## src/design/tsrl_pkg.sv

```systemverilog
`default_nettype none
package tsrl_pkg;

  localparam int PRIO_W  = 8;
  localparam int STAMP_W = 16;

  localparam logic [2:0] POL_FCFS    = 3'd0;
  localparam logic [2:0] POL_SJF     = 3'd1;
  localparam logic [2:0] POL_STCF    = 3'd2;
  localparam logic [2:0] POL_RR      = 3'd3;
  localparam logic [2:0] POL_PRIO    = 3'd4;
  localparam logic [2:0] POL_AGING   = 3'd5;
  localparam logic [2:0] POL_CEILING = 3'd6;
  localparam logic [2:0] POL_INHERIT = 3'd7;

  localparam logic [1:0] ERR_OK    = 2'd0;
  localparam logic [1:0] ERR_BAD   = 2'd1;
  localparam logic [1:0] ERR_OWNER = 2'd2;

  localparam logic [0:0] REG_POLICY  = 1'b0;
  localparam logic [0:0] REG_CEILING = 1'b1;

  typedef enum logic [1:0] {
    ACT_ADD  = 2'd0,
    ACT_TICK = 2'd1,
    ACT_ACQ  = 2'd2,
    ACT_REL  = 2'd3
  } action_t;

  typedef enum logic [1:0] {
    PL_IDLE  = 2'd0,
    PL_READY = 2'd1,
    PL_RUN   = 2'd2,
    PL_BLOCK = 2'd3
  } place_t;

  typedef enum logic [1:0] {
    MODE_OLDEST = 2'd0,
    MODE_LIFE   = 2'd1,
    MODE_REMAIN = 2'd2,
    MODE_PRIO   = 2'd3
  } mode_t;

  typedef enum logic [2:0] {
    IDX_TID    = 3'd0,
    IDX_RUN    = 3'd1,
    IDX_SCAN   = 3'd2,
    IDX_BEST   = 3'd3,
    IDX_HOLDER = 3'd4
  } isel_t;

  typedef struct packed {
    logic  latch;
    isel_t isel;
    logic  add_write;
    logic  age_write;
    logic  retire;
    logic  requeue;
    logic  block;
    logic  wake;
    logic  choose;
    logic  keep;
    logic  hold_set;
    logic  hold_clr;
    logic  prio_ceil;
    logic  prio_base;
    logic  prio_inh;
    logic  scan_start;
    logic  scan_step;
    logic  scan_ready;
    logic  rptr_zero;
    logic  rptr_inc;
    logic  set_granted;
    logic  set_err1;
    logic  set_err2;
    logic  out_load;
  } cmd_t;

  typedef struct packed {
    action_t    action;
    logic       tid_bad;
    logic       res_bad;
    logic       run_ok;
    logic       holder_is_run;
    logic       holder_is_ret;
    logic       holder_none;
    logic       retire_now;
    logic       scan_last;
    logic       rptr_last;
    logic [2:0] policy;
  } status_t;

endpackage
`default_nettype wire

```

## src/design/tsrl_ctrl.sv

```systemverilog
`default_nettype none
module tsrl_ctrl (
  input  wire logic             clk,
  input  wire logic             rst_n,
  input  wire logic             in_tvalid,
  output logic                  in_tready,
  output logic                  out_tvalid,
  input  wire logic             out_tready,
  input  wire tsrl_pkg::status_t st,
  output tsrl_pkg::cmd_t        cmd
);

  typedef enum logic [12:0] {
    S_IDLE   = 13'b0000000000001,
    S_DECODE = 13'b0000000000010,
    S_AGE    = 13'b0000000000100,
    S_RETRES = 13'b0000000001000,
    S_WSCAN  = 13'b0000000010000,
    S_WAKE   = 13'b0000000100000,
    S_SCHED  = 13'b0000001000000,
    S_RSCAN  = 13'b0000010000000,
    S_PICK   = 13'b0000100000000,
    S_ACQ    = 13'b0001000000000,
    S_INH    = 13'b0010000000000,
    S_REL    = 13'b0100000000000,
    S_DONE   = 13'b1000000000000
  } state_t;

  state_t state_r, state_nxt;
  logic   retire_mode_r, retire_mode_nxt;
  logic   out_valid_r, out_valid_nxt;

  assign in_tready  = (state_r == S_IDLE);
  assign out_tvalid = out_valid_r;

  always_comb begin
    state_nxt       = state_r;
    retire_mode_nxt = retire_mode_r;
    out_valid_nxt   = out_valid_r && !out_tready;
    cmd             = '0;
    cmd.isel        = tsrl_pkg::IDX_RUN;
    case (state_r)
      S_IDLE: begin
        if (in_tvalid) begin
          cmd.latch = 1'b1;
          state_nxt = S_DECODE;
        end
      end
      S_DECODE: begin
        cmd.isel = tsrl_pkg::IDX_TID;
        case (st.action)
          tsrl_pkg::ACT_ADD: begin
            if (st.tid_bad) cmd.set_err1 = 1'b1;
            else cmd.add_write = 1'b1;
            state_nxt = S_DONE;
          end
          tsrl_pkg::ACT_TICK: state_nxt = S_AGE;
          tsrl_pkg::ACT_ACQ: begin
            if (!st.run_ok || st.res_bad) begin
              cmd.set_err1 = 1'b1;
              state_nxt    = S_DONE;
            end else begin
              state_nxt = S_ACQ;
            end
          end
          default: begin
            if (!st.run_ok || st.res_bad) begin
              cmd.set_err1 = 1'b1;
              state_nxt    = S_DONE;
            end else begin
              state_nxt = S_REL;
            end
          end
        endcase
      end
      S_AGE: begin
        state_nxt = S_SCHED;
        if (st.run_ok) begin
          cmd.age_write = 1'b1;
          if (st.retire_now) begin
            cmd.retire      = 1'b1;
            cmd.rptr_zero   = 1'b1;
            retire_mode_nxt = 1'b1;
            state_nxt       = S_RETRES;
          end
        end
      end
      S_RETRES: begin
        if (st.holder_is_ret) begin
          cmd.hold_clr   = 1'b1;
          cmd.scan_start = 1'b1;
          state_nxt      = S_WSCAN;
        end else if (st.rptr_last) begin
          retire_mode_nxt = 1'b0;
          state_nxt       = S_SCHED;
        end else begin
          cmd.rptr_inc = 1'b1;
        end
      end
      S_WSCAN: begin
        cmd.isel      = tsrl_pkg::IDX_SCAN;
        cmd.scan_step = 1'b1;
        if (st.scan_last) state_nxt = S_WAKE;
      end
      S_WAKE: begin
        cmd.isel = tsrl_pkg::IDX_BEST;
        cmd.wake = 1'b1;
        if (!retire_mode_r) begin
          state_nxt = S_DONE;
        end else if (st.rptr_last) begin
          retire_mode_nxt = 1'b0;
          state_nxt       = S_SCHED;
        end else begin
          cmd.rptr_inc = 1'b1;
          state_nxt    = S_RETRES;
        end
      end
      S_SCHED: begin
        if (st.policy <= tsrl_pkg::POL_SJF && st.run_ok) begin
          cmd.keep  = 1'b1;
          state_nxt = S_DONE;
        end else begin
          cmd.requeue    = st.run_ok;
          cmd.scan_start = 1'b1;
          state_nxt      = S_RSCAN;
        end
      end
      S_RSCAN: begin
        cmd.isel       = tsrl_pkg::IDX_SCAN;
        cmd.scan_step  = 1'b1;
        cmd.scan_ready = 1'b1;
        if (st.scan_last) state_nxt = S_PICK;
      end
      S_PICK: begin
        cmd.isel   = tsrl_pkg::IDX_BEST;
        cmd.choose = 1'b1;
        state_nxt  = S_DONE;
      end
      S_ACQ: begin
        state_nxt = S_DONE;
        if (st.holder_is_run) begin
          cmd.set_granted = 1'b1;
        end else if (st.holder_none) begin
          cmd.hold_set    = 1'b1;
          cmd.set_granted = 1'b1;
          cmd.prio_ceil   = (st.policy == tsrl_pkg::POL_CEILING);
        end else begin
          cmd.block = 1'b1;
          if (st.policy == tsrl_pkg::POL_INHERIT) state_nxt = S_INH;
        end
      end
      S_INH: begin
        cmd.isel     = tsrl_pkg::IDX_HOLDER;
        cmd.prio_inh = 1'b1;
        state_nxt    = S_DONE;
      end
      S_REL: begin
        if (!st.holder_is_run) begin
          cmd.set_err2 = 1'b1;
          state_nxt    = S_DONE;
        end else begin
          cmd.prio_base  = (st.policy >= tsrl_pkg::POL_CEILING);
          cmd.hold_clr   = 1'b1;
          cmd.scan_start = 1'b1;
          state_nxt      = S_WSCAN;
        end
      end
      S_DONE: begin
        if (!out_valid_r || out_tready) begin
          cmd.out_load  = 1'b1;
          out_valid_nxt = 1'b1;
          state_nxt     = S_IDLE;
        end
      end
      default: state_nxt = S_IDLE;
    endcase
  end

  always_ff @(posedge clk) begin
    if (!rst_n) begin
      state_r       <= S_IDLE;
      retire_mode_r <= 1'b0;
      out_valid_r   <= 1'b0;
    end else begin
      state_r       <= state_nxt;
      retire_mode_r <= retire_mode_nxt;
      out_valid_r   <= out_valid_nxt;
    end
  end

endmodule
`default_nettype wire

```

## src/design/tsrl_dp.sv

```systemverilog
`default_nettype none
module tsrl_dp #(
  parameter int TASKS     = 16,
  parameter int RESOURCES = 4,
  parameter int LIFE_BITS = 16
) (
  input  wire logic              clk,
  input  wire logic              rst_n,
  input  wire logic [31:0]       in_tdata,
  output logic [7:0]             out_tdata,
  input  wire logic              cfg_we,
  input  wire logic [0:0]        cfg_index,
  input  wire logic [7:0]        cfg_wdata,
  input  wire tsrl_pkg::cmd_t    cmd,
  output tsrl_pkg::status_t      st
);

  localparam int TW = $clog2(TASKS);
  localparam int HW = $clog2(TASKS + 1);
  localparam int RW = (RESOURCES > 1) ? $clog2(RESOURCES) : 1;
  localparam int KW = (LIFE_BITS > tsrl_pkg::PRIO_W) ? LIFE_BITS : tsrl_pkg::PRIO_W;
  localparam int SW = tsrl_pkg::STAMP_W;
  localparam int PW = tsrl_pkg::PRIO_W;
  localparam logic [HW-1:0] NONE = HW'(TASKS);

  logic                 used_r  [TASKS];
  tsrl_pkg::place_t     place_r [TASKS];
  logic [RW-1:0]        wait_r  [TASKS];
  logic [SW-1:0]        stamp_r [TASKS];
  logic [LIFE_BITS-1:0] life_r  [TASKS];
  logic [LIFE_BITS-1:0] age_r   [TASKS];
  logic [PW-1:0]        prio_r  [TASKS];
  logic [PW-1:0]        base_r  [TASKS];
  logic [HW-1:0]        holder_r[RESOURCES];

  logic [HW-1:0]        running_r, ret_r, best_r;
  logic                 run_ok_r;
  logic [SW-1:0]        stamp_cnt_r;
  logic [TW-1:0]        sptr_r;
  logic [KW-1:0]        bk_r;
  logic [SW-1:0]        bw_r;
  logic [RW-1:0]        rptr_r;
  logic [PW-1:0]        prio_t_r;
  logic [2:0]           policy_r;
  logic [PW-1:0]        ceil_r;

  tsrl_pkg::action_t    act_r;
  logic [3:0]           tid_r;
  logic [LIFE_BITS-1:0] ilife_r;
  logic [PW-1:0]        iprio_r;
  logic                 res_bad_r;

  logic [3:0]           rnext_r;
  logic                 rvalid_r, rgrant_r;
  logic [1:0]           rerr_r;
  logic [7:0]           out_data_r;

  logic [TW-1:0]        idx, run_idx;
  logic [HW-1:0]        hold_cur;
  logic [LIFE_BITS-1:0] age_inc;
  logic                 cand, better, best_ok;
  tsrl_pkg::mode_t      mode;
  logic [KW-1:0]        key;
  logic [SW-1:0]        waited;

  assign run_idx  = TW'(running_r);
  assign hold_cur = holder_r[rptr_r];
  assign best_ok  = (best_r != NONE);

  always_comb begin
    case (cmd.isel)
      tsrl_pkg::IDX_TID:    idx = TW'(tid_r);
      tsrl_pkg::IDX_RUN:    idx = run_idx;
      tsrl_pkg::IDX_SCAN:   idx = sptr_r;
      tsrl_pkg::IDX_BEST:   idx = TW'(best_r);
      tsrl_pkg::IDX_HOLDER: idx = TW'(hold_cur);
      default:              idx = run_idx;
    endcase
  end

  assign age_inc = (age_r[idx] == {LIFE_BITS{1'b1}}) ? age_r[idx] : age_r[idx] + 1'b1;

  always_comb begin
    if (!cmd.scan_ready) begin
      mode = (policy_r >= tsrl_pkg::POL_PRIO) ? tsrl_pkg::MODE_PRIO : tsrl_pkg::MODE_OLDEST;
    end else begin
      case (policy_r)
        tsrl_pkg::POL_SJF:  mode = tsrl_pkg::MODE_LIFE;
        tsrl_pkg::POL_STCF: mode = tsrl_pkg::MODE_REMAIN;
        tsrl_pkg::POL_FCFS,
        tsrl_pkg::POL_RR:   mode = tsrl_pkg::MODE_OLDEST;
        default:            mode = tsrl_pkg::MODE_PRIO;
      endcase
    end
  end

  always_comb begin
    case (mode)
      tsrl_pkg::MODE_LIFE:   key = KW'(life_r[idx]);
      tsrl_pkg::MODE_REMAIN: key = (age_r[idx] >= life_r[idx]) ? '0 :
                                   KW'(life_r[idx] - age_r[idx]);
      tsrl_pkg::MODE_PRIO:   key = KW'({PW{1'b1}} - prio_r[idx]);
      default:               key = '0;
    endcase
  end

  assign waited = stamp_cnt_r - stamp_r[idx];
  assign cand   = used_r[idx] &&
                  (cmd.scan_ready ? (place_r[idx] == tsrl_pkg::PL_READY) :
                   (place_r[idx] == tsrl_pkg::PL_BLOCK && wait_r[idx] == rptr_r));
  assign better = !best_ok || key < bk_r || (key == bk_r && waited > bw_r);

  always_comb begin
    st.action        = act_r;
    st.tid_bad       = (32'(tid_r) >= TASKS) || used_r[idx];
    st.res_bad       = res_bad_r;
    st.run_ok        = run_ok_r;
    st.holder_is_run = (hold_cur == running_r);
    st.holder_is_ret = (hold_cur == ret_r);
    st.holder_none   = (hold_cur == NONE);
    st.retire_now    = (age_inc >= life_r[idx]);
    st.scan_last     = (sptr_r == TW'(TASKS - 1));
    st.rptr_last     = (rptr_r == RW'(RESOURCES - 1));
    st.policy        = policy_r;
  end

  assign out_tdata = out_data_r;

  always_ff @(posedge clk) begin
    if (!rst_n) begin
      for (int i = 0; i < TASKS; i++) begin
        used_r[i]  <= 1'b0;
        place_r[i] <= tsrl_pkg::PL_IDLE;
      end
      for (int r = 0; r < RESOURCES; r++) holder_r[r] <= NONE;
      running_r   <= NONE;
      run_ok_r    <= 1'b0;
      stamp_cnt_r <= '0;
      policy_r    <= tsrl_pkg::POL_FCFS;
      ceil_r      <= {PW{1'b1}};
    end else begin
      if (cfg_we) begin
        case (cfg_index)
          tsrl_pkg::REG_POLICY:  policy_r <= cfg_wdata[2:0];
          tsrl_pkg::REG_CEILING: ceil_r   <= cfg_wdata;
          default: ;
        endcase
      end
      if (cmd.add_write) begin
        used_r[idx]  <= 1'b1;
        place_r[idx] <= tsrl_pkg::PL_READY;
        wait_r[idx]  <= '0;
        life_r[idx]  <= ilife_r;
        age_r[idx]   <= '0;
        prio_r[idx]  <= iprio_r;
        base_r[idx]  <= iprio_r;
        stamp_r[idx] <= stamp_cnt_r;
        stamp_cnt_r  <= stamp_cnt_r + 1'b1;
      end
      if (cmd.age_write) age_r[idx] <= age_inc;
      if (cmd.retire) begin
        used_r[idx]  <= 1'b0;
        place_r[idx] <= tsrl_pkg::PL_IDLE;
        ret_r        <= running_r;
        running_r    <= NONE;
        run_ok_r     <= 1'b0;
      end
      if (cmd.requeue) begin
        place_r[idx] <= tsrl_pkg::PL_READY;
        stamp_r[idx] <= stamp_cnt_r;
        stamp_cnt_r  <= stamp_cnt_r + 1'b1;
        run_ok_r     <= 1'b0;
      end
      if (cmd.block) begin
        place_r[idx] <= tsrl_pkg::PL_BLOCK;
        wait_r[idx]  <= rptr_r;
        stamp_r[idx] <= stamp_cnt_r;
        stamp_cnt_r  <= stamp_cnt_r + 1'b1;
        prio_t_r     <= prio_r[idx];
        run_ok_r     <= 1'b0;
      end
      if (cmd.wake && best_ok) begin
        place_r[idx] <= tsrl_pkg::PL_READY;
        stamp_r[idx] <= stamp_cnt_r;
        stamp_cnt_r  <= stamp_cnt_r + 1'b1;
      end
      if (cmd.choose) begin
        running_r <= best_r;
        run_ok_r  <= best_ok;
        if (best_ok) begin
          place_r[idx] <= tsrl_pkg::PL_RUN;
          if (policy_r == tsrl_pkg::POL_AGING) prio_r[idx] <= base_r[idx];
        end
      end
      if (cmd.hold_set) holder_r[rptr_r] <= running_r;
      if (cmd.hold_clr) holder_r[rptr_r] <= NONE;
      if (cmd.prio_ceil) prio_r[idx] <= ceil_r;
      if (cmd.prio_base) prio_r[idx] <= base_r[idx];
      if (cmd.prio_inh && prio_r[idx] < prio_t_r) prio_r[idx] <= prio_t_r;
      if (cmd.scan_step && cand && cmd.scan_ready &&
          policy_r == tsrl_pkg::POL_AGING && prio_r[idx] != {PW{1'b1}}) begin
        prio_r[idx] <= prio_r[idx] + 1'b1;
      end
    end
  end

  always_ff @(posedge clk) begin
    if (cmd.latch) begin
      act_r     <= tsrl_pkg::action_t'(in_tdata[1:0]);
      tid_r     <= in_tdata[5:2];
      ilife_r   <= LIFE_BITS'(in_tdata[21:6]);
      iprio_r   <= in_tdata[29:22];
      rptr_r    <= RW'(in_tdata[31:30]);
      res_bad_r <= (32'(in_tdata[31:30]) >= RESOURCES);
      rnext_r   <= '0;
      rvalid_r  <= 1'b0;
      rgrant_r  <= 1'b0;
      rerr_r    <= tsrl_pkg::ERR_OK;
    end
    if (cmd.rptr_zero) rptr_r <= '0;
    if (cmd.rptr_inc) rptr_r <= rptr_r + 1'b1;
    if (cmd.scan_start) begin
      sptr_r <= '0;
      best_r <= NONE;
    end
    if (cmd.scan_step) begin
      sptr_r <= sptr_r + 1'b1;
      if (cand && better) begin
        best_r <= HW'(idx);
        bk_r   <= key;
        bw_r   <= waited;
      end
    end
    if (cmd.keep) begin
      rnext_r  <= 4'(running_r);
      rvalid_r <= 1'b1;
    end
    if (cmd.choose && best_ok) begin
      rnext_r  <= 4'(best_r);
      rvalid_r <= 1'b1;
    end
    if (cmd.set_granted) rgrant_r <= 1'b1;
    if (cmd.set_err1) rerr_r <= tsrl_pkg::ERR_BAD;
    if (cmd.set_err2) rerr_r <= tsrl_pkg::ERR_OWNER;
    if (cmd.out_load) out_data_r <= {rerr_r, rgrant_r, rvalid_r, rnext_r};
  end

  a_run_valid: assert property (@(posedge clk) disable iff (!rst_n)
    run_ok_r |-> running_r != NONE)
    else $error("running flag set without a running task");

  a_run_place: assert property (@(posedge clk) disable iff (!rst_n)
    run_ok_r |-> used_r[run_idx] && place_r[run_idx] == tsrl_pkg::PL_RUN)
    else $error("running task is not in the running place");

  a_hold_set: assert property (@(posedge clk) disable iff (!rst_n)
    cmd.hold_set |=> holder_r[$past(rptr_r)] == $past(running_r))
    else $error("resource not handed to the running task");

endmodule
`default_nettype wire

```

## src/design/task_scheduler_with_resource_locks.sv

```systemverilog
// Flow: an add or a rejected item goes from decode straight to the result; an acquire
// passes the acquire state (and the inheritance state), and a release by the holder scans for waiters.
// A tick ages the runner, then scans the ready tasks unless FCFS or SJF keep the runner;
// a retiring runner first visits every resource and wakes a waiter on each one it held.
// One item is in work at a time; the next is accepted in the cycle after the result is loaded.
// Synchronous active-low reset empties the table, frees resources, restores config defaults.
`default_nettype none
module task_scheduler_with_resource_locks #(
  parameter int TASKS     = 16,
  parameter int RESOURCES = 4,
  parameter int LIFE_BITS = 16
) (
  input  wire logic        clk,
  input  wire logic        rst_n,
  input  wire logic        in_tvalid,
  output logic             in_tready,
  // action[1:0], task_id[5:2], lifespan[21:6], base_prio[29:22], res_num[31:30]
  input  wire logic [31:0] in_tdata,
  output logic             out_tvalid,
  input  wire logic        out_tready,
  // next_task[3:0], next_valid[4], granted[5], error[7:6]
  output logic [7:0]       out_tdata,
  input  wire logic        cfg_we,
  input  wire logic [0:0]  cfg_index,
  input  wire logic [7:0]  cfg_wdata
);

  tsrl_pkg::cmd_t    cmd;
  tsrl_pkg::status_t st;

  tsrl_ctrl u_ctrl (
    .clk        (clk),
    .rst_n      (rst_n),
    .in_tvalid  (in_tvalid),
    .in_tready  (in_tready),
    .out_tvalid (out_tvalid),
    .out_tready (out_tready),
    .st         (st),
    .cmd        (cmd)
  );

  tsrl_dp #(
    .TASKS     (TASKS),
    .RESOURCES (RESOURCES),
    .LIFE_BITS (LIFE_BITS)
  ) u_dp (
    .clk       (clk),
    .rst_n     (rst_n),
    .in_tdata  (in_tdata),
    .out_tdata (out_tdata),
    .cfg_we    (cfg_we),
    .cfg_index (cfg_index),
    .cfg_wdata (cfg_wdata),
    .cmd       (cmd),
    .st        (st)
  );

endmodule
`default_nettype wire
```

## config.mk

```make
export PLATFORM = sky130hd
export DESIGN_NAME = task_scheduler_with_resource_locks
export DESIGN_NICKNAME = d
export VERILOG_FILES = /design/src/design/tsrl_pkg.sv /design/src/design/tsrl_ctrl.sv /design/src/design/tsrl_dp.sv /design/src/design/task_scheduler_with_resource_locks.sv
export SDC_FILE = /design/constraint.sdc
export NUM_CORES = 2
export LEC_CHECK = 0
export BUFFER_PORTS_ARGS = -buffer_cell sky130_fd_sc_hd__buf_4
export CELL_PAD_IN_SITES_DETAIL_PLACEMENT = 1
export CELL_PAD_IN_SITES_GLOBAL_PLACEMENT = 1
export CORE_MARGIN = 1.5
export CORE_UTILIZATION = 50
export DETAILED_ROUTE_END_ITERATION = 10
export PLACE_DENSITY_LB_ADDON = 0.1
export RECOVER_POWER = 100
export SETUP_SLACK_MARGIN = 0.2
export SYNTH_ARGS = -nofsm -noshare
export SYNTH_HDL_FRONTEND = slang
export SYNTH_SLANG_ARGS = --single-unit
export TNS_END_PERCENT = 50
```

## constraint.sdc

```tcl
create_clock -name clk -period 11 [get_ports clk]
set_clock_uncertainty 0.2 [all_clocks]
set_input_delay 2.2 -clock clk [delete_from_list [all_inputs] [get_ports clk]]
set_output_delay 2.2 -clock clk [all_outputs]
set_load 0.02 [all_outputs]
```

==> implementation parameters <==
Parameter                              Value

Final layout
  Diode count    0
  Proportion of layout cells with a drive suffix above 1    roughly 8.1%
  Post-synthesis to final-layout area growth    11.5%
  Net count reported at finish    about 4900

STA
  Final-report setup violation count    0
  Top achievable clock speed    around 0.097 GHz
  Unrepaired setup endpoints after global routing    no
  Number of hold violations in the final report    0
  Worst slew slack as a fraction of its limit    -128%
  Worst slack on hold paths    ~230 ps
  Pins Over Slew Limit    just over 1000
  Transition time of the tightest slew-check pin    3410 ps
  Part of the cycle the worst path needs    roughly 94%
  Period minus WS final    a little over 10000 ps
  Setup total negative slack    0 ps

CTS
  Cell at the root of the clock tree    clkbuf_16
  Worst skew pair latency    between 700 and 800 ps
  Clock tree from TritonCTS    built
  Cts bufs inserted    roughly 140
  TritonCTS Sinks    around 1300
  Clock-pin slew of the registers on the worst-case setup and hold paths    about 60 ps
  Maximum buffer depth of the clock tree    3
  H-tree depth    4

Die
  Number of top-level pins    56
  Floorplan die height    337 µm
  Cell Rows    122
  Total Die Area    between 100000 and 150000 µm²
  Initial core utilization    between 50% and 60%
  Horiz. Die Dim    ~340 µm
  Floorplan core area    between 100000 and 150000 µm²

Global route
  Overall global routing resource usage    between 20 and 30%
  Residual overflow from global routing    0
  Via count of the first global-routing pass    between 30000 and 40000
  Antenna violations before repair    2
  Highest-utilization routing layer at the global route stage    met2
  Met2 Usage GRT    about half
  Met3 usage    4.03%
  GR met1 Demand/Resource    between 40 and 50%
  First-pass GRT wire length    ~250000 µm
  Pin count of the biggest net entering global routing    around 160

Worst setup path
  Library cell appearing most often on the critical path    a21o_1
  Top Family by Delay on Critical Path    compound AO/OA/AOI/OAI gates
  Setup crit start kind    register
  Crit Reg-Reg Startpoint    u_ctrl.state_r[4]$_SDFFE_PN0P_
  Critical Path Stages    33
  Worst r2r path cells    33
  Worst EP arrival    10540 ps
  Worst-path cell with the longest stage delay    or4_1
  Number of buffer and inverter stages on the critical path    4
  WP data required    around 11000 ps
  Reg2Reg Capture Point    u_dp.bk_r[12]$_DFFE_PP_
  Reg-to-reg setup timing slack    670 ps
  Last element of the critical path    u_dp.bk_r[12]$_DFFE_PP_
  Critical path start-end classification    reg -> reg
  Highest net fanout along the worst path    32
  Critical path origin    u_ctrl.state_r[4]$_SDFFE_PN0P_
  Largest stage delay on the critical path    between 700 and 800 ps
  Endpoint kind of the worst setup timing path    register

Detailed routing
  Count of routing violations after the opening detailed-route iteration    3243
  Number of iterations in the first detailed-routing pass    5
  Sum of routed wire length over all layers    about 170000 µm
  Antenna violation net count after detailed routing    0
  Post-route DRC violation count    0
  Via count    between 30000 and 40000
  DR WL/cell    about 27 µm
  Number of vias per cell after detailed routing    just over 6

Synth
  Net Count, Synth    roughly 4800
  Netlist Area Pre-Place    about 56000 µm²
  YS warnings    0
  Post-synthesis instance total    4697
  Number of flops mapped to enable cells by yosys    between 1000 and 1500
  Mean Syn Cell Area    between 10 and 15 µm²
  FF+latch count, synth    between 1000 and 1500
  Register area share after synthesis    between 60% and 70%
  Most used flip-flop cell after synthesis    edfxtp_1
  Post-synth ARST share    0%
  Count of cell types in the netlist    96

Placement
  Detailed placement HPWL    just over 100000 µm
  Number of port buffers    55
  Final RePlAce weighted congestion    roughly 0.86

Hold path
  Class of the worst hold path    reg -> reg

Flow run
  Count of max-cap constraint violations    between 40 and 50

Power
  Power density of the placed cells    between 150 and 200 nW/µm²
  Leakage power figure    0.0220 µW
  Maximum resistive drop on vdd    between 0.15 and 0.2 mV

Outcome
  Failing checks    max-capacitance violations, max-slew violations
  Outcome    finished with violations
[cell type report]
type / instances / area [µm²]
Tap cell: 1488 / 1860
Multi-Input combinational cell: 3043 / 16800
Sequential cell: 1276 / 37600
Fill cell: 11300 / 48500
Clock buffer: 178 / 3760
Clock inverter: 68 / 627
Timing Repair Buffer: 184 / 1270
Inverter: 106 / 398
[where the power goes]
group | switching (µW) | internal (µW) | leakage, µW | total (µW)
Clock | 1920 | 2650 | 0.00216 | 4570
Sequential | 77.5 | 5370 | 0.0116 | 5440
Combinational | 950 | 461 | 0.00823 | 1410
[registers in the layout (all words and copies together) (netlist names), 20 cells and up, named ones only]
name           cells
u_dp.age_r       256
u_dp.prio_r      128
u_dp.base_r      128
u_dp.holder_r     20
u_dp.wait_r       32
u_dp.stamp_r     256
u_dp.life_r      256
u_dp.place_r      32
[cells in the final DEF (no fill, tap or decap), drive strengths merged, types with 15 or more instances in the layout]
cell | Yosys | routed
a211oi | 28 | 28
a21boi | 36 | 36
a21o | 33 | 33
a21oi | 115 | 115
a22oi | 16 | 16
a311oi | 50 | 50
a31oi | 42 | 42
a32o | 18 | 18
and2 | 21 | 23
and3 | 42 | 42
buf | 168 | 88
clkbuf | 110 | 274
clkinv | 2 | 55
dfxtp | 75 | 75
edfxtp | 1201 | 1201
ha | 91 | 91
inv | 104 | 107
mux2i | 100 | 100
nand2 | 1184 | 1185
nand2b | 27 | 27
nand3 | 542 | 542
nand4 | 20 | 20
nor2 | 221 | 221
nor2b | 15 | 15
nor3 | 27 | 27
nor4 | 22 | 22
o211ai | 53 | 53
o21ai | 124 | 124
xnor2 | 37 | 37
[timing repair]
action                     4_1_cts  5_1_grt
hold endpoints to repair         0        0
resized for setup                0       12
setup endpoints to repair        0       37
hold buffers                     0        0
buffers inserted                 0        4
[metrics by stage]
stage               utilization, %  total power (µW)  std cells  instance area [µm²]  worst slack, ps
detailed placement            52.5              6940       6086                58200              378
floorplan                        -              6420       4697                55900             1330
finish                        56.2             11400       6343                62300              672
global placement              52.5              6900       6086                58200              676
global route                  56.2             11800       6343                62300              110
CTS                           56.5             11500       6332                62600              283
[per-layer routing]
metal	wire length [µm]	vias up
met4	4750	4
met2	83500	1273
met3	10200	290
li1	-	17200
met5	66	-
met1	73100	19900
[logic make-up (layout without fill, tap and decap cells)]
kind of cell	after synthesis	count (layout)	share of synthesized area [%]
and+or+nand+nor	2181	2184	17.3
DFF	1276	1276	67.2
AOI/OAI and AO/OA	601	603	7.38
adders and majority gates	93	93	2.11
muxes	112	113	2.14
buffers and inverters	384	536	3.11
xor gates and xnor gates	50	50	0.783
[synthesized netlist by cell type (7+ instances only)]
cell	number	area, µm²
dfxtp_1	75	1500
a221oi_1	7	61.3
a32o_1	18	180
o211ai_1	53	398
a211oi_1	27	203
nand2b_1	27	169
buf_1	32	120
buf_2	104	521
nor2b_1	15	93.8
and3_1	42	263
buf_6	7	78.8
a31oi_1	42	263
nor2_1	220	826
a21o_1	33	248
and2_1	20	125
o21bai_1	10	75.1
nor4_1	16	100
a31o_2	8	70.1
buf_4	22	165
or3_1	7	43.8
a311oi_1	48	420
inv_1	104	390
nor4b_1	8	70.1
clkbuf_1	110	413
nor3_1	26	130
o32a_1	9	90.1
ha_1	91	1140
o21ai_0	119	596
nand2_1	1182	4440
nand4_1	20	125
xnor2_1	37	324
edfxtp_1	1201	36100
a21boi_0	35	263
mux2i_1	99	991
nand4b_1	8	70.1
a22oi_1	16	120
xor2_1	13	114
nand3_1	542	2710
a21oi_1	114	571
[how the worst min path moves through the flow]
stage                                   start                          end  cells past startpoint
global route        u_dp.rnext_r[2]$_DFFE_PP_  u_dp.out_tdata[2]$_DFFE_PP_                      0
detailed placement  u_dp.rnext_r[2]$_DFFE_PP_  u_dp.out_tdata[2]$_DFFE_PP_                      0
floorplan           u_dp.rnext_r[0]$_DFFE_PP_  u_dp.out_tdata[0]$_DFFE_PP_                      0
global placement    u_dp.rnext_r[0]$_DFFE_PP_  u_dp.out_tdata[0]$_DFFE_PP_                      0
finish              u_dp.rnext_r[2]$_DFFE_PP_  u_dp.out_tdata[2]$_DFFE_PP_                      0
CTS                 u_dp.rnext_r[1]$_DFFE_PP_  u_dp.out_tdata[1]$_DFFE_PP_                      0
[worst register-to-register path: cells and delay by family, from the launching register on]
| family | cells | cell delay (ps) |
|---|---|---|
| adders and majority gates | 2 | 770 |
| AOI/OAI and AO/OA | 17 | 3750 |
| and+or+nand+nor | 10 | 3450 |
| buffers and inverters | 4 | 1410 |
| DFF | 1 | 390 |
Note: power is estimated with default switching activity, not from simulation.
